$ cat config.mk
export PLATFORM = sky130hd
export DESIGN_NAME = humidity_temp_raw_to_decimal
export DESIGN_NICKNAME = d
export VERILOG_FILES = /design/src/design/htrd_pkg.sv /design/src/design/htrd_div65535.sv /design/src/design/humidity_temp_raw_to_decimal.sv
export SDC_FILE = /design/constraint.sdc
export NUM_CORES = 1
export LEC_CHECK = 0
export BUFFER_PORTS_ARGS = -buffer_cell sky130_fd_sc_hd__buf_2
export CAP_MARGIN = 30
export CORE_MARGIN = 2
export CORE_UTILIZATION = 28
export CTS_CLUSTER_SIZE = 30
export DETAILED_ROUTE_END_ITERATION = 10
export GPL_TIMING_DRIVEN = 0
export PLACE_DENSITY = 0.46
export RECOVER_POWER = 25
export SYNTH_ARGS = -nofsm -noshare
export SYNTH_HDL_FRONTEND = slang
export SYNTH_SLANG_ARGS = --single-unit
$ cat constraint.sdc
create_clock -name clk -period 8.37 [get_ports clk]
set_input_delay 1.2555 -clock clk [delete_from_list [all_inputs] [get_ports clk]]
set_output_delay 1.2555 -clock clk [all_outputs]
set_load 0.02 [all_outputs]
$ cat src/design/htrd_pkg.sv
`timescale 1ns / 1ps

package htrd_pkg;

    // Raw word and full-scale divisor
    localparam int          RAW_W    = 16;
    localparam logic [15:0] RAW_FULL = 16'hFFFF;

    // Datapath widths: magnitude of raw*span, magnitude scaled by 10^d, quotient
    localparam int MAG_W = 24;
    localparam int SCL_W = 30;
    localparam int EST_W = SCL_W - RAW_W + 1;
    localparam int Q_W   = SCL_W - RAW_W;

    // Temperature span and offset (offset already multiplied by the full scale)
    localparam logic [MAG_W-1:0] TEMP_SPAN       = 24'd175;
    localparam logic [MAG_W-1:0] TEMP_OFFSET_NUM = 24'd2949075;
    localparam logic [MAG_W-1:0] HUMID_SPAN      = 24'd100;

    // Decimal digit count codes
    localparam logic [1:0] DIG_0 = 2'd0;
    localparam logic [1:0] DIG_1 = 2'd1;
    localparam logic [1:0] DIG_2 = 2'd2;
    localparam logic [1:0] DIG_3 = 2'd3;

    // Load enables for the two divider stages
    typedef struct packed {
        logic est;
        logic fix;
    } div_en_t;

endpackage

$ cat src/design/htrd_div65535.sv
`timescale 1ns / 1ps

module htrd_div65535
    import htrd_pkg::*;
(
    input  logic             clk,
    input  div_en_t          en,
    input  logic [SCL_W-1:0] x,
    output logic [Q_W-1:0]   q
);

    logic [SCL_W-1:0] x_reg;
    logic [EST_W-1:0] est_reg;
    logic [Q_W-1:0]   q_reg;
    logic [SCL_W:0]   est_sum;
    logic [EST_W-1:0] est_next;
    logic [SCL_W:0]   rem;
    logic [EST_W-1:0] q_next;

    // Estimate: x/65535 = a + (a+b)/65535 with x = 65536a + b; off by at most one
    assign est_sum  = {1'b0, x} + (SCL_W+1)'(x[SCL_W-1:RAW_W]);
    assign est_next = est_sum[SCL_W:RAW_W];

    always_ff @(posedge clk)
    begin
        if (en.est)
        begin
            x_reg   <= x;
            est_reg <= est_next;
        end
    end

    // Correct: remainder x - est*65535 lies below twice the divisor
    assign rem    = {1'b0, x_reg} + (SCL_W+1)'(est_reg) - {est_reg, {RAW_W{1'b0}}};
    assign q_next = est_reg + EST_W'(rem >= (SCL_W+1)'(RAW_FULL));

    always_ff @(posedge clk)
    begin
        if (en.fix)
        begin
            q_reg <= q_next[Q_W-1:0];
        end
    end

    assign q = q_reg;

endmodule

$ cat src/design/humidity_temp_raw_to_decimal.sv
// Throughput: one item per cycle while m_axis_tready does not stall the output;
// five register stages (input scale, digit scale, quotient estimate, quotient
// correction, output) each hold one item.
// Reset (rst_n low, asynchronous) empties every stage and sets the digit
// count to two.
`timescale 1ns / 1ps

module humidity_temp_raw_to_decimal
    import htrd_pkg::*;
(
    input  logic        clk,
    input  logic        rst_n,
    input  logic        cfg_we,
    input  logic [1:0]  cfg_wdata,
    input  logic        s_axis_tvalid,
    output logic        s_axis_tready,
    // [15:0] temp_raw, [31:16] humid_raw
    input  logic [31:0] s_axis_tdata,
    output logic        m_axis_tvalid,
    input  logic        m_axis_tready,
    // [8:0] temp_whole, [16:9] temp_fraction, [23:17] humid_whole,
    // [30:24] humid_fraction, [31] zero
    output logic [31:0] m_axis_tdata
);

    logic [1:0] digits_reg;

    logic v1_reg, v2_reg, v3_reg, v4_reg, v5_reg;
    logic rdy1, rdy2, rdy3, rdy4, rdy5;

    // Stage 1 payload
    logic [MAG_W-1:0] tmag1_reg, hmag1_reg;
    logic             neg1_reg, tz1_reg, hz1_reg;
    logic [1:0]       dig1_reg;
    // Stage 2 payload
    logic [SCL_W-1:0] tw2_reg, ts2_reg, hw2_reg, hs2_reg;
    logic             neg2_reg, tz2_reg, hz2_reg;
    logic [1:0]       dig2_reg;
    // Flags through the divider stages
    logic             neg3_reg, tz3_reg, hz3_reg;
    logic [1:0]       dig3_reg;
    logic             neg4_reg, tz4_reg, hz4_reg;
    logic [1:0]       dig4_reg;
    // Output stage
    logic [31:0]      out_reg;

    logic [MAG_W-1:0] tprod, tmag_next, hmag_next;
    logic             neg_next;
    logic [1:0]       dig_next;
    logic [SCL_W-1:0] tw_ext, hw_ext, ts_next, hs_next;
    logic [Q_W-1:0]   qtw, qts, qhw, qhs;
    logic [Q_W-1:0]   tws_scaled, hws_scaled, tfrac_mag, hfrac_mag;
    logic [8:0]       temp_whole_next;
    logic [7:0]       temp_frac_next;
    logic [6:0]       humid_whole_next, humid_frac_next;
    logic [31:0]      out_next;
    div_en_t          div_en;

    // Hold the digit count register
    always_ff @(posedge clk or negedge rst_n)
    begin
        if (!rst_n)
            digits_reg <= DIG_2;
        else if (cfg_we)
            digits_reg <= cfg_wdata;
    end

    // Advance a stage when it is empty or the next one advances
    assign rdy5          = !v5_reg || m_axis_tready;
    assign rdy4          = !v4_reg || rdy5;
    assign rdy3          = !v3_reg || rdy4;
    assign rdy2          = !v2_reg || rdy3;
    assign rdy1          = !v1_reg || rdy2;
    assign s_axis_tready = rdy1;

    always_ff @(posedge clk or negedge rst_n)
    begin
        if (!rst_n)
        begin
            v1_reg <= 1'b0;
            v2_reg <= 1'b0;
            v3_reg <= 1'b0;
            v4_reg <= 1'b0;
            v5_reg <= 1'b0;
        end
        else
        begin
            if (rdy1) v1_reg <= s_axis_tvalid;
            if (rdy2) v2_reg <= v1_reg;
            if (rdy3) v3_reg <= v2_reg;
            if (rdy4) v4_reg <= v3_reg;
            if (rdy5) v5_reg <= v4_reg;
        end
    end

    // Stage 1: raw*span, magnitude and sign of the temperature numerator, digit code 3 capped to 2
    assign tprod     = MAG_W'(s_axis_tdata[15:0]) * TEMP_SPAN;
    assign neg_next  = tprod < TEMP_OFFSET_NUM;
    assign tmag_next = neg_next ? (TEMP_OFFSET_NUM - tprod) : (tprod - TEMP_OFFSET_NUM);
    assign hmag_next = MAG_W'(s_axis_tdata[31:16]) * HUMID_SPAN;
    assign dig_next  = (digits_reg == DIG_3) ? DIG_2 : digits_reg;

    always_ff @(posedge clk)
    begin
        if (rdy1)
        begin
            tmag1_reg <= tmag_next;
            hmag1_reg <= hmag_next;
            neg1_reg  <= neg_next;
            tz1_reg   <= (s_axis_tdata[15:0] == 16'd0);
            hz1_reg   <= (s_axis_tdata[31:16] == 16'd0);
            dig1_reg  <= dig_next;
        end
    end

    // Stage 2: scale magnitudes by 10^digits
    assign tw_ext = SCL_W'(tmag1_reg);
    assign hw_ext = SCL_W'(hmag1_reg);

    always_comb
    begin
        case (dig1_reg)
            DIG_0:
            begin
                ts_next = tw_ext;
                hs_next = hw_ext;
            end
            DIG_1:
            begin
                ts_next = (tw_ext << 3) + (tw_ext << 1);
                hs_next = (hw_ext << 3) + (hw_ext << 1);
            end
            default:
            begin
                ts_next = (tw_ext << 6) + (tw_ext << 5) + (tw_ext << 2);
                hs_next = (hw_ext << 6) + (hw_ext << 5) + (hw_ext << 2);
            end
        endcase
    end

    always_ff @(posedge clk)
    begin
        if (rdy2)
        begin
            tw2_reg  <= tw_ext;
            ts2_reg  <= ts_next;
            hw2_reg  <= hw_ext;
            hs2_reg  <= hs_next;
            neg2_reg <= neg1_reg;
            tz2_reg  <= tz1_reg;
            hz2_reg  <= hz1_reg;
            dig2_reg <= dig1_reg;
        end
    end

    // Stages 3 and 4: divide by the full scale
    assign div_en.est = rdy3;
    assign div_en.fix = rdy4;

    htrd_div65535 u_div_tw (.clk(clk), .en(div_en), .x(tw2_reg), .q(qtw));
    htrd_div65535 u_div_ts (.clk(clk), .en(div_en), .x(ts2_reg), .q(qts));
    htrd_div65535 u_div_hw (.clk(clk), .en(div_en), .x(hw2_reg), .q(qhw));
    htrd_div65535 u_div_hs (.clk(clk), .en(div_en), .x(hs2_reg), .q(qhs));

    always_ff @(posedge clk)
    begin
        if (rdy3)
        begin
            neg3_reg <= neg2_reg;
            tz3_reg  <= tz2_reg;
            hz3_reg  <= hz2_reg;
            dig3_reg <= dig2_reg;
        end
        if (rdy4)
        begin
            neg4_reg <= neg3_reg;
            tz4_reg  <= tz3_reg;
            hz4_reg  <= hz3_reg;
            dig4_reg <= dig3_reg;
        end
    end

    // Stage 5: decimal part = scaled quotient - whole*10^digits, then apply sign
    always_comb
    begin
        case (dig4_reg)
            DIG_0:
            begin
                tws_scaled = qtw;
                hws_scaled = qhw;
            end
            DIG_1:
            begin
                tws_scaled = (qtw << 3) + (qtw << 1);
                hws_scaled = (qhw << 3) + (qhw << 1);
            end
            default:
            begin
                tws_scaled = (qtw << 6) + (qtw << 5) + (qtw << 2);
                hws_scaled = (qhw << 6) + (qhw << 5) + (qhw << 2);
            end
        endcase
    end

    assign tfrac_mag = tz4_reg ? '0 : (qts - tws_scaled);
    assign hfrac_mag = hz4_reg ? '0 : (qhs - hws_scaled);

    assign temp_whole_next  = neg4_reg ? (9'd0 - qtw[8:0]) : qtw[8:0];
    assign temp_frac_next   = neg4_reg ? (8'd0 - {1'b0, tfrac_mag[6:0]})
                                       : {1'b0, tfrac_mag[6:0]};
    assign humid_whole_next = qhw[6:0];
    assign humid_frac_next  = hfrac_mag[6:0];

    assign out_next = {1'b0, humid_frac_next, humid_whole_next,
                       temp_frac_next, temp_whole_next};

    always_ff @(posedge clk)
    begin
        if (rdy5)
            out_reg <= out_next;
    end

    assign m_axis_tvalid = v5_reg;
    assign m_axis_tdata  = out_reg;

endmodule

==> summary by stage, run 1 <==
Routing
The first detailed-routing pass took 5 iterations. Once detail routing completed, the nets flagged for antenna violations numbered 0. The count of vias placed by the detailed router is 24,200. In the routed layout, each cell is associated on average with a via count of approximately 4.7.

The count of unresolved DRC violations after routing is 0. The number of DRC violations after detailed-routing iteration 0 is approximately 1,500. The post-detailed-routing wire length is 82.9 mm. The mean routed wirelength per cell is roughly 16 um.

Clock tree
At the later pin of the worst-skew pair, clock insertion delay measures 580 ps. The clock tree synthesis step divided the H-tree into 2 levels. The register clock-pin slew on the reported worst setup and hold paths is about 60 ps. In this run the clock root is driven by a sky130_fd_sc_hd__clkbuf_16. In this run, CTS created clock tree buffers numbering 45. The total number of clock tree sinks is about 390. The clock tree from TritonCTS is yes. The largest buffer count on any clock path is 3. The number of post-CTS setup repair buffers is 0. Once the clock tree was built, the resizer swapped 0 gates to a different size.

The count of hold-fix buffers inserted at cts is 0.

STA
The final max-slew violation count came to 0. Across the routed clock network, the largest skew measured is 19.1 ps. The final-layout setup total negative slack is 0 ps. The worst path uses between 70% and 80% of the clock period. The worst slew margin relative to its limit is 33.6%. The achievable frequency is roughly 0.15 GHz. Setup repair after global routing left no endpoint under its margin.

The worst hold slack is 422 ps. At the pin with the least slew margin, the transition time is a little under 1000 ps. Setup violations remaining at the end of the flow were counted as 0. The count of final hold-check violations is 0. The clock period could shrink to between 6000 and 7000 ps.

Setup path
Measured in cells, the most critical reg-to-reg path has a length of 17. The worst setup path is of the input port to register kind. The nature of the critical path endpoint is a register.

The launching element type of the critical path is an input port. At the worst endpoint, the required time is ~8700 ps. The arrival time of the worst setup path is around 6900 ps. The startpoint identified for the worst register-to-register timing path is u_div_ts.est_reg[0]. The maximum fanout encountered on the critical timing path is 8. The endpoint identified for the worst register-to-register timing path is u_div_ts.q[6].

The worst reg-to-reg setup slack is about 3200 ps.

Synthesis
The share of the synthesized area in the top cell type is about 34%. Summing the areas of all fa, ha and maj instances in the mapped netlist gives between 20 and 25% of the synthesized area. After synthesis, the share of cell area in mux cells is under 10%. Counting flops and latches in the post-synthesis netlist gives a little under 400.

For this run, the leading register cell type out of synthesis is sky130_fd_sc_hd__edfxtp_1. The post-synthesis cell area is roughly 0.034 mm^2. Yosys mapped a number of flops with a built-in enable equal to roughly 380. The main combinational cell family by area after synthesis is adder cells. The yosys synthesis warning count is 0. The post-synthesis area per instance is 10.0 um^2. The synthesized netlist contains roughly 90 unique library cells.

After technology mapping, the gate count stands at approximately 3,400. The proportion of synthesized flip-flops having asynchronous set or reset is 1.81%. Sequential elements use between 30% and 40% of the synthesized area. The area fraction in and, or, nand and nor cells after synthesis is 11.1%. Counting every net in the synthesized netlist gives between 3,000 and 4,000. The share of the synthesized area in compound gates (AO/OA/AOI/OAI) is around 16%.

Ranked by total cell area, the synthesized netlist is headed by sky130_fd_sc_hd__edfxtp_1, sky130_fd_sc_hd__ha_1, sky130_fd_sc_hd__fa_1. The library cell with the largest summed area after synthesis is sky130_fd_sc_hd__edfxtp_1. The xor/xnor share of the synthesized area is just under 7%.

Cells and area
Summing all non-filler instances in the final layout gives an area of about 0.038 mm^2. The number of diodes is 0. Fill cells in the final layout number 12,400. At the end of the flow the core is filled with cells to 31.6%. After the last flow step, the layout net total stands at roughly 4,100. The most common cell after layout, fill and taps aside is sky130_fd_sc_hd__ha_1.

From synthesis to final layout, the design area changed by 12.3%. The number of flip-flops in the largest register is 31. Leaving out fill and tap cells, the most frequent cells in the layout are sky130_fd_sc_hd__ha_1, sky130_fd_sc_hd__inv_1, sky130_fd_sc_hd__edfxtp_1. The post-route netlist has 5.32% of its cells at a drive strength greater than 1.

Global route
For this run, the total global-route usage over all layers was measured as ~14%. The number of antenna violations at the first check in global routing is 4. The largest net degree at the start of global routing is 60. The number of global-route vias before repair is around 24,000. The first global-routing pass estimated approximately 130 mm of wire.

The aggregate global routing overflow is 0.

Outcome
The run finished with clean final reports.

Hold path
The path type of the worst min-delay path is register to register. The startpoint identified for the worst hold timing path is dig2_reg[1]. The worst hold path was traced through 0 stages. The terminating pin of the worst hold path is dig3_reg[1].

Placed design
The half-perimeter wire length of the detailed placement result is between 60 and 70 mm. The number of port buffers is between 70 and 80. Routability-driven placement finished with a final weighted congestion of approximately 0.84. Once placement finished, the instance area stood at 0.0363 mm^2.

Floorplanning
The die footprint is around 0.12 mm^2. The standard-cell row count is around 130. Pin placement for this block handled 73 I/O pins. The starting density of the core is 28.1%. The die width is about 350 um. The die height is between 300 and 400 um. The core area is 0.119 mm^2.

Flow run
The reported max-cap violation count is 0.
## synthesized netlist by cell type (22+ instances only)
| cell type | count |
|---|---|
| sky130_fd_sc_hd__and3_1 | 32 |
| sky130_fd_sc_hd__or3_1 | 24 |
| sky130_fd_sc_hd__fa_1 | 109 |
| sky130_fd_sc_hd__nand4_1 | 34 |
| sky130_fd_sc_hd__o21a_1 | 37 |
| sky130_fd_sc_hd__nand2_1 | 169 |
| sky130_fd_sc_hd__nand2b_1 | 39 |
| sky130_fd_sc_hd__a21o_1 | 98 |
| sky130_fd_sc_hd__mux2i_1 | 51 |
| sky130_fd_sc_hd__nor2b_1 | 38 |
| sky130_fd_sc_hd__and2_1 | 26 |
| sky130_fd_sc_hd__a211oi_1 | 30 |
| sky130_fd_sc_hd__xor2_1 | 72 |
| sky130_fd_sc_hd__a21oi_1 | 222 |
| sky130_fd_sc_hd__clkbuf_1 | 39 |
| sky130_fd_sc_hd__ha_1 | 491 |
| sky130_fd_sc_hd__edfxtp_1 | 379 |
| sky130_fd_sc_hd__nand3_1 | 80 |
| sky130_fd_sc_hd__o21ai_0 | 150 |
| sky130_fd_sc_hd__nor2_1 | 186 |
| sky130_fd_sc_hd__o21bai_1 | 27 |
| sky130_fd_sc_hd__o31ai_1 | 22 |
| sky130_fd_sc_hd__inv_1 | 444 |
| sky130_fd_sc_hd__xnor2_1 | 189 |
| sky130_fd_sc_hd__nor3_1 | 56 |
## kinds of logic after synthesis
kind of cell / count (synthesis)
simple gates: 753
other cells: 1
compound gates: 796
mux: 58
xor+xnor: 261
buf+inv: 495
fa+ha+maj: 600
flops: 386
## routing by layer
layer / vias to the layer above / part of all wire (%) / track usage [%]
met4: 4 / 1.4 / 2.43
met3: 71 / 3.2 / 1.46
li1: 12300 / - / -
met1: 11500 / 52 / 20.0
met5: - / 0.036 / 0
met2: 320 / 43 / 21.3
## worst max-delay path, stage by stage
cell and delay [ps]:
sky130_fd_sc_hd__clkbuf_1 350, sky130_fd_sc_hd__ha_1 310, sky130_fd_sc_hd__ha_1 300, sky130_fd_sc_hd__fa_1 530, sky130_fd_sc_hd__inv_1 50, sky130_fd_sc_hd__fa_1 530
sky130_fd_sc_hd__inv_1 50, sky130_fd_sc_hd__ha_1 380, sky130_fd_sc_hd__and3_1 240, sky130_fd_sc_hd__a2111oi_0 580, sky130_fd_sc_hd__xor2_1 260, sky130_fd_sc_hd__or3b_1 440
sky130_fd_sc_hd__o32ai_2 200, sky130_fd_sc_hd__and2_1 170, sky130_fd_sc_hd__buf_2 190, sky130_fd_sc_hd__nand3_1 110, sky130_fd_sc_hd__o31a_1 330, sky130_fd_sc_hd__mux2_1 310
sky130_fd_sc_hd__a221o_1 300
## worst max path at each step
stage                     slack, ps            end  cells after the start             from
after floorplan                1040  s_axis_tready                      4    m_axis_tready
after global placement        -2290  s_axis_tready                      6    m_axis_tready
after detailed placement       1210  tmag1_reg[14]                     19  s_axis_tdata[7]
after CTS                      1830  tmag1_reg[14]                     19  s_axis_tdata[7]
after global routing           1410  tmag1_reg[23]                     20  s_axis_tdata[0]
final                          1800  tmag1_reg[23]                     19  s_axis_tdata[0]
## metrics by stage
step           setup slack, ps  std cells
2_1_floorplan             1040       3350
3_3_place_gp             -2290       5033
3_5_place_dp              1210       5045
4_1_cts                   1830       5127
5_1_grt                   1410       5127
6_report                  1800       5127
## cell type report
| type | count | area, um^2 | area share, % |
|---|---|---|---|
| clock buffers | 49 | 1160 | 3.08 |
| plain buffers | 49 | 211 | 0.560 |
| multi-input cells | 2469 | 20200 | 53.5 |
| clock inverters | 33 | 373 | 0.987 |
| inverters | 446 | 1670 | 4.43 |
| repair buffers | 83 | 577 | 1.53 |
| well taps | 1612 | 2020 | 5.34 |
| flip-flops and latches | 386 | 11600 | 30.6 |
Power of run 1 is not shown: default switching activity piles up to over one toggle a cycle in this logic, so the estimate is an artifact.
==> run 2, diff against run 1 <==
--- a/config.mk
+++ b/config.mk
@@ -5,6 +5,7 @@
 export SDC_FILE = /design/constraint.sdc
 export NUM_CORES = 1
 export LEC_CHECK = 0
+export ABC_AREA = 1
 export BUFFER_PORTS_ARGS = -buffer_cell sky130_fd_sc_hd__buf_2
 export CAP_MARGIN = 30
 export CORE_MARGIN = 2
==> constraint.sdc (replaced) <==
create_clock -name clk -period 6.61 [get_ports clk]
set_input_delay 0.9915 -clock clk [delete_from_list [all_inputs] [get_ports clk]]
set_output_delay 0.9915 -clock clk [all_outputs]
set_load 0.02 [all_outputs]
==> summary by stage, run 2 <==
Routing
The count of unresolved DRC violations after routing is 0 (unchanged). The total routed wire length on the met1 layer is 47.6 mm (+11%). The first-pass iteration count of the detailed router is 6 (+1). The met3 wire length is 4.24 mm (+60%). The topmost layer with routed signal wires is met5. The post-route antenna net violation count is 0 (unchanged).

The met2 wirelength from detailed routing is 42.8 mm (+19%). The via-per-instance ratio is 4.65 (-1.6%). The count of vias placed by the detailed router came to 27,900 (+15%). The mean routed wirelength per cell is 16.1 um (-0.46%). The number of DRC violations after detailed-routing iteration 0 is 1,644 (+13%).

The post-detailed-routing wire length is 96.7 mm (+17%).

Placed design
The number of port buffers came to 71 (unchanged). The routability-driven placement congestion ratio came to 0.916 (+8.4%). The half-perimeter wire length of the detailed placement result is 80.3 mm (+20%).

Cells and area
The number of fill cells in the layout came to 13,300 (+6.7%). The final net count is 4,972 (+21%). In the layout the commonest cells are sky130_fd_sc_hd__nand2_1, sky130_fd_sc_hd__inv_1, sky130_fd_sc_hd__ha_1.

The fraction of final layout cells sized beyond drive strength 1 is 4.58% (-0.74 points). From synthesis to final layout, the design area changed by 11.4%. The area of combinational cells with multiple inputs is 0.0207 mm^2 (+2.5%). The most common cell after layout, fill and taps aside is sky130_fd_sc_hd__nand2_1.

The sequential cell area is 0.0116 mm^2 (unchanged). The number of flip-flops in the largest register is 31 (unchanged). The number of diodes is 0 (unchanged).

Global route
The combined global-route utilization of all metal layers is 15.2% (+1.7 points). The wire length of the first global-routing pass was 155 mm (+16%). The number of global-route vias before repair is 27,600 (+15%). The aggregate global routing overflow is 0 (unchanged). The number of antenna violations at the first check in global routing was 8 (+4).

The largest net degree at the start of global routing is 75 (+25%).

Clock tree
The total number of clock tree sinks came to 386 (unchanged). The clock latency on the worst-skew pair is 590 ps (about the same). The number of post-CTS setup repair buffers is 0 (unchanged).

The count of hold-fix buffers inserted at cts is 0 (unchanged). The tree is rooted in a sky130_fd_sc_hd__clkbuf_16. The register clock-pin slew on the reported worst setup and hold paths came to 60 ps (about the same). The CTS buffer count was 45 (unchanged). The count of instances resized after the clock tree is built was 0 (unchanged). The total number of H-tree levels is 2 (unchanged). The largest buffer count on any clock path came to 3 (unchanged). The clock tree from TritonCTS is yes.

STA
The final max-slew violation count is 0 (unchanged). The worst clock skew is 17.6 ps (-1.48 ps). Setup repair after global routing left no endpoint under its margin. The total of endpoints with negative setup slack in the final report is 0 (unchanged). The post-route fraction of the period consumed by the critical path is ~84%.

Based on the critical path, the design can be clocked at up to about 0.18 GHz. The count of final hold-check violations is 0 (unchanged). The minimum clock period after layout is ~5600 ps. The worst slew margin relative to its limit is 10.6% (-23 points). The transition time at the pin with the least slew margin is 1340 ps (+354 ps). The final-layout setup total negative slack is 0 ps (unchanged).

Floorplanning
The die height is 358 um (+2.1%). The core area is 0.124 mm^2 (+3.7%). The die width is 358 um (+2.1%). The standard-cell row count is 129 (+1.6%). The starting density of the core was 28.3% (+0.17 points).

The number of primary I/O pins is 73 (unchanged). The die footprint is 0.128 mm^2 (+4.3%).

Synthesis
The primary flip-flop cell chosen by synthesis mapping is sky130_fd_sc_hd__edfxtp_1. The net count after synthesis is 4,848 (+22%). The number of enable-type register cells in the synthesized netlist came to 379 (unchanged).

The register bit total from synthesis came to 386 (unchanged). The number of standard cells after synthesis is 4,209 (+26%). The register area share after synthesis is 32.9% (-1.4 points). After synthesis, the most frequently instantiated cells are sky130_fd_sc_hd__nand2_1, sky130_fd_sc_hd__inv_1, sky130_fd_sc_hd__ha_1. The post-synthesis cell area is 0.0351 mm^2 (+4.3%). The number of unique standard cell types used by synthesis is 57 (-36%). The most frequent cell after synthesis is sky130_fd_sc_hd__nand2_1. The post-synthesis area per instance is 8.34 um^2 (-17%). The library cell with the largest summed area after synthesis is sky130_fd_sc_hd__edfxtp_1. The proportion of synthesized flip-flops having asynchronous set or reset came to 1.81% (unchanged).

After synthesis, the cell types taking the most area are sky130_fd_sc_hd__edfxtp_1, sky130_fd_sc_hd__ha_1, sky130_fd_sc_hd__nand2_1. The share of the synthesized area in the top cell type is 32.4% (-1.4 points). The yosys synthesis warning count is 0 (unchanged).

Hold path
The number of cells on the worst hold path is 0 (unchanged). In this run the worst hold path is classified as register to register.

Setup path
The most frequent cell on the critical path is sky130_fd_sc_hd__nor2_1. The worst reg2reg path endpoint is u_div_hw.q[6]. The largest individual stage delay along the critical path comes from the cell sky130_fd_sc_hd__clkinvlp_4. The depth of the worst register-to-register path came to 20 (+3). The number of cells on the critical path is 10 (-9). The cell family with the largest share of critical-path delay is simple AND/OR/NAND/NOR gates. The required time of the worst setup path is 5620 ps (-3070 ps). The capture point of the critical path is s_axis_tready. The signal on the critical path passes through buf_2 -> nor2_1 -> inv_1 -> nor2_1 -> inv_2 -> nor2_1 -> clkinvlp_4 -> nor2_1 -> nand2_4 -> buf_2. The biggest cell delay along the critical path was 720 ps (+140 ps). The maximum fanout encountered on the critical timing path is 52 (+44). The startpoint of the worst setup timing path is m_axis_tready. The arrival time of the worst setup path is 4570 ps (-2320 ps). The worst path buffer plus inverter count was 5 (+1). The launching element type of the critical path is an input port.

The worst reg-to-reg setup slack came to 2240 ps (-930 ps). The worst setup path is captured at an output pin. The worst register-to-register path begins at u_div_hw.est_reg[4].

The critical path is of the input port to output pin type.

Outcome
The run finished with clean final reports.

Flow run
The reported max-cap violation count was 0 (unchanged).
[run 2: stage by stage]
step	cell area (um^2)	hold WS, ps	utilization, %	instances	setup WS (ps)
after floorplan	35100	400	-	4209	-479
after global placement	37500	405	30.2	5917	-3650
after detailed placement	37600	405	30.3	5923	664
after CTS	39100	253	31.5	6006	890
after global routing	39100	437	31.5	6006	537
final	39100	419	31.5	6006	1050
[run 2: routing by layer]
| metal | GRT usage [%] | vias up |
|---|---|---|
| met3 | 2.31 | 113 |
| met4 | 3.28 | 16 |
| met2 | 24.6 | 442 |
| met1 | 21.4 | 12900 |
| met5 | 0 | - |
| li1 | - | 14400 |
[run 2: worst min-delay path by stage]
stage	startpoint	endpoint
after floorplan	dig2_reg[0]	dig3_reg[0]
after global placement	hz2_reg	hz3_reg
after detailed placement	neg3_reg	neg4_reg
after CTS	rst_n	digits_reg[0]
after global routing	rst_n	m_axis_tvalid
final	neg3_reg	neg4_reg
[run 2: kinds of logic (layout without fill, tap and decap cells)]
family | after synthesis | in the layout | share of synthesized area (%)
and+or+nand+nor | 1572 | 1572 | 18.9
xor gates and xnor gates | 205 | 205 | 5.18
DFF | 386 | 386 | 32.9
adders and majority gates | 600 | 600 | 23.7
buffers and inverters | 742 | 902 | 8.03
AOI/OAI and AO/OA | 702 | 702 | 11.2
other | 1 | 1 | 0.0107
muxes | 1 | 1 | 0.0321
[run 2: layout make-up]
type,instances,area share (%)
clock inverters,33,0.874
flip-flops and latches,386,29.6
inverters,720,6.94
plain buffers,22,0.288
clock buffers,50,2.93
well taps,1637,5.24
repair buffers,77,1.14
multi-input cells,3081,53.0
Power of run 2 is left out for the same reason.
